[config.mk]
export PLATFORM = sky130hd
export DESIGN_NAME = cfn_divsqrt
export DESIGN_NICKNAME = d
export VERILOG_FILES = /design/src/cfn_pkg.sv /design/src/cfn_divsqrt.sv
export SDC_FILE = /design/constraint.sdc
export NUM_CORES = 1
export LEC_CHECK = 0
export BUFFER_PORTS_ARGS = -buffer_cell sky130_fd_sc_hd__buf_2
export CAP_MARGIN = 20
export CORE_UTILIZATION = 40
export CTS_CLUSTER_SIZE = 20
export DETAILED_ROUTE_END_ITERATION = 6
export GPL_TIMING_DRIVEN = 0
export PLACE_DENSITY_LB_ADDON = 0.1
export SYNTH_ARGS = -nofsm -noshare
export SYNTH_HDL_FRONTEND = slang
export SYNTH_SLANG_ARGS = --single-unit
[constraint.sdc]
create_clock -name clock -period 13.8 [get_ports clock]
set_input_delay 0.69 -clock clock [delete_from_list [all_inputs] [get_ports clock]]
set_output_delay 0.69 -clock clock [all_outputs]
set_load 0.01 [all_outputs]
[src/cfn_pkg.sv]
package cfn_pkg;

   // Default sizing of the column store
   localparam int COLUMNS_DEF     = 16;
   localparam int MAX_RECORDS_DEF = 1048576;

   // Iteration counts of the shared shift/subtract unit
   localparam int DIV_STEPS  = 64;
   localparam int SQRT_STEPS = 32;

   // Opcodes of an input beat
   localparam logic [1:0] OP_CLEAR = 2'd0;
   localparam logic [1:0] OP_LEARN = 2'd1;
   localparam logic [1:0] OP_APPLY = 2'd2;

   // Result status codes
   localparam logic [1:0] STAT_CLEARED = 2'd0;
   localparam logic [1:0] STAT_LEARNED = 2'd1;
   localparam logic [1:0] STAT_APPLIED = 2'd2;
   localparam logic [1:0] STAT_IGNORED = 2'd3;

   typedef struct packed {
      logic [1:0]         opcode;
      logic [3:0]         column;
      logic signed [31:0] sample;
   } req_type;

   typedef struct packed {
      logic signed [31:0] normalized;
      logic signed [31:0] center_param;
      logic signed [31:0] spread_param;
      logic               divided;
      logic [1:0]         status;
   } rsp_type;

   // Command to the shared divide / square-root unit
   typedef struct packed {
      logic        go;
      logic        sqrt;
      logic [63:0] num;
      logic [31:0] den;
   } cfn_cmd_type;

   // Completion from the shared unit
   typedef struct packed {
      logic        done;
      logic [63:0] value;
   } cfn_res_type;

   typedef enum logic [3:0] {
      ST_IDLE,
      ST_LOAD,
      ST_DIV_MEAN,
      ST_MUL,
      ST_M2,
      ST_DIV_VAR,
      ST_SQRT,
      ST_APPLY,
      ST_DIV_NORM,
      ST_DONE
   } state_type;

   // Apply a sign to a magnitude and saturate to signed 32 bits
   function automatic logic signed [31:0] sat32(input logic neg, input logic [63:0] mag);
      logic signed [31:0] r;
      if (neg) begin
         if (mag > 64'h0000_0000_8000_0000) r = 32'sh8000_0000;
         else r = signed'(~mag[31:0] + 32'd1);
      end else begin
         if (mag > 64'h0000_0000_7FFF_FFFF) r = 32'sh7FFF_FFFF;
         else r = signed'(mag[31:0]);
      end
      return r;
   endfunction

endpackage

[src/cfn_divsqrt.sv]
module cfn_divsqrt (
   input  logic                 clock,
   input  logic                 reset,
   input  cfn_pkg::cfn_cmd_type cmd,
   output cfn_pkg::cfn_res_type res
);
   import cfn_pkg::*;

   logic        busy_ff, busy_in;
   logic        done_ff, done_in;
   logic        sqrt_ff, sqrt_in;
   logic [5:0]  cnt_ff, cnt_in;
   logic [63:0] acc_ff, acc_in;
   logic [33:0] rem_ff, rem_in;
   logic [31:0] root_ff, root_in;
   logic [31:0] den_ff, den_in;

   logic [35:0] op_a, op_b;
   logic [36:0] diff;
   logic        ge;

   // Shared subtractor: divide shifts one bit in, square root two
   assign op_a = sqrt_ff ? {rem_ff, acc_ff[63:62]} : {3'b0, rem_ff[31:0], acc_ff[63]};
   assign op_b = sqrt_ff ? {2'b0, root_ff, 2'b01} : {4'b0, den_ff};
   assign diff = {1'b0, op_a} - {1'b0, op_b};
   assign ge   = ~diff[36];

   // Advance one step per cycle
   always_comb begin
      busy_in = busy_ff;
      done_in = 1'b0;
      sqrt_in = sqrt_ff;
      cnt_in  = cnt_ff;
      acc_in  = acc_ff;
      rem_in  = rem_ff;
      root_in = root_ff;
      den_in  = den_ff;
      if (busy_ff) begin
         rem_in = ge ? diff[33:0] : op_a[33:0];
         if (sqrt_ff) begin
            acc_in  = {acc_ff[61:0], 2'b00};
            root_in = {root_ff[30:0], ge};
         end else begin
            acc_in = {acc_ff[62:0], ge};
         end
         cnt_in = cnt_ff - 6'd1;
         if (cnt_ff == 6'd0) begin
            busy_in = 1'b0;
            done_in = 1'b1;
         end
      end else if (cmd.go) begin
         busy_in = 1'b1;
         sqrt_in = cmd.sqrt;
         cnt_in  = cmd.sqrt ? 6'(SQRT_STEPS - 1) : 6'(DIV_STEPS - 1);
         acc_in  = cmd.num;
         rem_in  = '0;
         root_in = '0;
         den_in  = cmd.den;
      end
   end

   always_ff @(posedge clock) begin
      if (reset) begin
         busy_ff <= 1'b0;
         done_ff <= 1'b0;
      end else begin
         busy_ff <= busy_in;
         done_ff <= done_in;
      end
   end

   always_ff @(posedge clock) begin
      sqrt_ff <= sqrt_in;
      cnt_ff  <= cnt_in;
      acc_ff  <= acc_in;
      rem_ff  <= rem_in;
      root_ff <= root_in;
      den_ff  <= den_in;
   end

   assign res.done  = done_ff;
   assign res.value = sqrt_ff ? {32'b0, root_ff} : acc_ff;

endmodule

# Word-level counts from Yosys, hierarchy flattened
# Cells that the tools add are included.
# op_classes
n_addsub	2
n_eq_ne	1
n_reduce_logical	5
mux	19
bitwise	2
# ops
cell	n
$mux 64	4
$mux 34	4
$mux 32	3
$sub 36x34->37	1
$mux 36	1
$mux 6	3
$logic_not 6->1	1
$sub 6x1->6 const B	1
$mux 1	4
$reduce_and 2->1	2
$ne 2x1->1 const B	1
$not 1->1	2
$reduce_bool 2->1	1
$reduce_or 2->1	1
# totals
regBits	171
output_inout_bits	65
wordCells	37
in_bits	100

# Logic depth before layout (Yosys ltp)
# logic_depth
depth_word	5
ltp_mapped	18
mapped_depth_nobuf	14

# Worst setup path after synthesis
# No wires, ideal clock.
# synth_path
kind	flip-flop to flip-flop
start	reg sqrt_ff
end	reg rem_ff[0], data pin
arrival_ps	4061
path_slack_ps	9479
path_stages_with_launch	19
synth_period_minus_slack_ps	4321
setup_ps	261
n_path_buf	5
required_ps	13539
path_cell_list	edfxtp_1 clkbuf_1 buf_1 clkbuf_1 clkbuf_1 or2_2 ha_1 inv_1 fa_1 a211oi_1 o21ai_0 o21a_1 o21ai_1 nand2_1 o21ai_4 a21oi_4 or2_1 buf_6 o311a_1
# synth_via
elab_chain_len	4
elab_cells_between_ends	5
cone_classes	add/sub: 1; mux: 4
# synth_rtl
item	line	text
start: declaration	cfn_divsqrt.sv:11	logic sqrt_ff, sqrt_in;
start signal: assignment	cfn_divsqrt.sv:73	sqrt_ff <= sqrt_in;
$mux 36 or $mux 34 (tied branches)	cfn_divsqrt.sv:23, cfn_divsqrt.sv:24	
$sub 36x34->37	cfn_divsqrt.sv:25	assign diff = {1'b0, op_a} - {1'b0, op_b};
$mux 34 *	cfn_divsqrt.sv:39	rem_in = ge ? diff[33:0] : op_a[33:0];
$mux 34 *	cfn_divsqrt.sv:38	if (busy_ff) begin
end signal: assignment	cfn_divsqrt.sv:76	rem_ff <= rem_in;
end: declaration	cfn_divsqrt.sv:14	logic [33:0] rem_ff, rem_in;
# Every way passes the cells marked *; elsewhere a longest branch is shown, timed or not.
# A chain may end at the register's enable or synchronous reset.

# Worst setup path after layout
# layout_path
start	reg sqrt_ff
end	reg rem_ff[30], data pin
# Same word-level chain as after synthesis.

==> impl_results.md <==
- Outcome: finished clean
- Pint: 1190 uW
- CP endpoint kind: flop
- GR Overflow Total: 0
- GP Congestion: 0.887
- Final Max Slew Viols: 0
- Worst Path Max Fanout: 10
- Gate power share: 33.8%
- Synth Warn #: 0
- Leak Pwr: 0.00508 uW
- Worst setup path startpoint: sqrt_ff
- Drt first-iter violations: 497
- Final Critical Period: 5.98 ns
- Worst r2r dst: rem_ff[30]
- Final hold vios: 0
- Vias: 8059
- Vias/cell: 5.33
- Final net count: 1302
- Initial antenna violation count: 0
- Synth area leader: edfxtp_1
- Worst path buffer plus inverter count: 5
- Clk pwr share: 28.5%
- Inserted Diodes: 0
- Relative slew slack: 36.1%
- Post-DR wirelength/cell: 18.6 um
- Fin crit share: 43.3%
- HPWL Detailed: 20.6 mm
- Yosys reg bits: 171
- EDFF count, synth: 169
- Levels on crit path: 17
- TritonCTS Buffers: 17
- Post-synthesis async set-or-reset flop share: 0%
- TritonCTS clock tree: built
- CP peak stage delay: 0.65 ns
- P per Cell Area: 145 mW/mm^2
- Hold Path Origin: cmd[31]
- Switching power: 613 uW
- Final design utilization: 48.0%
- Starting Density: 40.6%
- Clk Tree Root Cell: clkbuf_16
- Clock transition at path regs: 0.07 ns
- DIE WIDTH: 164 um
- Core area: 0.0259 mm^2
- Critical Path Sink: rem_ff[30]
- Sequential share of the synthesized area: 48.6%
- Worst path slowest cell: clkbuf_1
- Seq pwr share: 37.7%
- Clock sink count: 171
- Worst Path Required: 13.96 ns
- Share of cells above drive strength 1: 24.2%
- Post-place setup slack: 7.86 ns
- Clock skew: 0.0139 ns
- Area of the die: 0.0270 mm^2
- Setup Crit Path Kind: flop to flop
- Worst min path class: input pin to flop
- Post-CTS Setup Bufs: 0
- Crit path top cell by count: clkbuf_1
- Yosys top cell area share: 48.2%
- CP delay by family, top: buffers and inverters
- CTS H-tree depth: 4
- Worst r2r path cells: 17
- Avg Inst Size Synth: 10.7 um^2
- Vias in the first global route: 8079
- Yosys cell types: 63
- Row count: 59
- Final WS setup: 7.82 ns
- Arrival @ worst endpoint: 6.14 ns
- FF-to-FF setup slack: 7.82 ns
- DIE HEIGHT: 164 um
- First-pass GRT wire length: 44.1 mm
- Final setup viols: 0
- Fillers: 2475
- Syn_nets: 1117
- Max-Cap Viols: 0
- Fmax: 0.167 GHz
- Startpoint Class: flop
- First-pass DRT Iterations: 5
- R2R Path Start: sqrt_ff
- Synth-to-layout area growth: 18.2%
- Resize count post-CTS: 0
- Synth Instances: 980
- Largest net degree at the start of global routing: 58
- Top cells by area, synth: edfxtp_1 48%, a21oi_1 7.0%, mux2_2 6.6%
- Post-synth top flop: edfxtp_1
- Post-CTS Hold Fix Bufs: 0
- Max Root-Sink Buffers: 2
- Drt drc: 0
- Post-Syn Area: 0.0105 mm^2
- Tot GR Track Use: 21.5%
- Most common cell in the netlist: edfxtp_1
- Ports: 165
- CP cell instances: clkbuf_1 -> buf_1 -> clkbuf_1 -> clkbuf_1 -> or2_2 -> ha_1 -> inv_1 -> fa_1 -> a211oi_1 -> o21ai_0 -> o21a_1 -> o21ai_1 -> nand2_1 -> o21ai_4 -> a21oi_4 -> o21ai_1 -> o32ai_1
- Unrepaired setup endpoints after global routing: false
- Actual slew at the worst max-slew pin: 0.958 ns
- Sw frac: 34.0%
- Routed Antenna Nets: 0
- Max VDD drop: 85.4 uV
- I/O Buffers: 164
- WL final: 28.1 mm
- TNS Setup: 0 ns
- Clock Latency Late Sink: 0.44 ns
- Most frequent cells after synthesis: 169 x edfxtp_1, 148 x a21oi_1, 84 x nor2_1
[cell families after synthesis]
kind of cell    Yosys count  share of synthesized area (%)
buf+inv                  84                           3.52
simple gates            267                           13.2
xor+xnor                 28                           2.33
fa+ha+maj                37                           4.47
compound gates          268                           15.2
flops                   171                           48.6
mux                     125                           12.6
[power by group through the flow]
stage / Sequential, uW / Clock [uW] / Combinational, uW
after detailed placement: 691 / 0 / 605
final: 680 / 514 / 610
after floorplan: 678 / 0 / 451
after global placement: 693 / 0 / 599
after global routing: 688 / 539 / 676
after CTS: 680 / 520 / 607
[flip-flops by register name (all words and copies together) (netlist names)]
| signal | count |
|---|---|
| acc_ff | 64 |
| busy_ff | 1 |
| cnt_ff | 6 |
| den_ff | 32 |
| done_ff | 1 |
| rem_ff | 34 |
| root_ff | 32 |
| sqrt_ff | 1 |
[how the worst min path moves through the flow]
stage	slack (ns)	depth (start not counted)	end
final	0.42	1	den_ff[31]
after global placement	0.54	1	root_ff[31]
after floorplan	0.52	1	root_ff[31]
after CTS	0.41	1	den_ff[31]
after detailed placement	0.56	1	root_ff[31]
after global routing	0.41	1	den_ff[7]
[stage by stage]
| stage | total power, uW | cell area [um^2] | hold slack, ns | instances |
|---|---|---|---|---|
| global route | 1900 | 12400 | 0.409 | 1513 |
| detailed placement | 1300 | 11800 | 0.561 | 1481 |
| global placement | 1290 | 11800 | 0.540 | 1479 |
| CTS | 1810 | 12400 | 0.407 | 1513 |
| floorplan | 1130 | 10500 | 0.525 | 980 |
| finish | 1800 | 12400 | 0.419 | 1513 |
[final cells by class]
type                       count  area [um^2]  area share [%]
clock inverter                15          186            1.50
multi-input combinational    725         5050            40.6
sequential                   171         5110            41.1
inverter                      19         73.8           0.593
clock buffer                  17          425            3.42
tap                          335          419            3.37
timing repair buffer         166          876            7.04
buffer                        65          299            2.40
[worst reg2reg max path, delay by kind of cell (launching register included)]
kind	cells	cell delay, ns
buffers and inverters	5	2.29
AOI/OAI and AO/OA	8	2.09
DFF	1	0.32
and+or+nand+nor	2	0.41
adders and majority gates	2	0.59
[layer usage]
layer | global-route usage (%) | up-vias | wire (um)
li1 | - | 4016 | -
met4 | 4.63 | 0 | 291
met3 | 3.71 | 20 | 1190
met2 | 35.0 | 169 | 13000
met5 | 0 | - | 0
met1 | 29.9 | 3854 | 13600
[layout by cell type (no fill, tap or decap), types with 33 or more instances in the layout]
cell and n:
buf_2 169, edfxtp_1 169, a21oi_1 148, nor2_1 84, mux2i_1 63, mux2_2 62
clkbuf_1 41, o21ai_0 41, nand2_1 39, ha_1 36, nor2b_1 35, and2_1 33
Power figures use the tool's default switching activity.
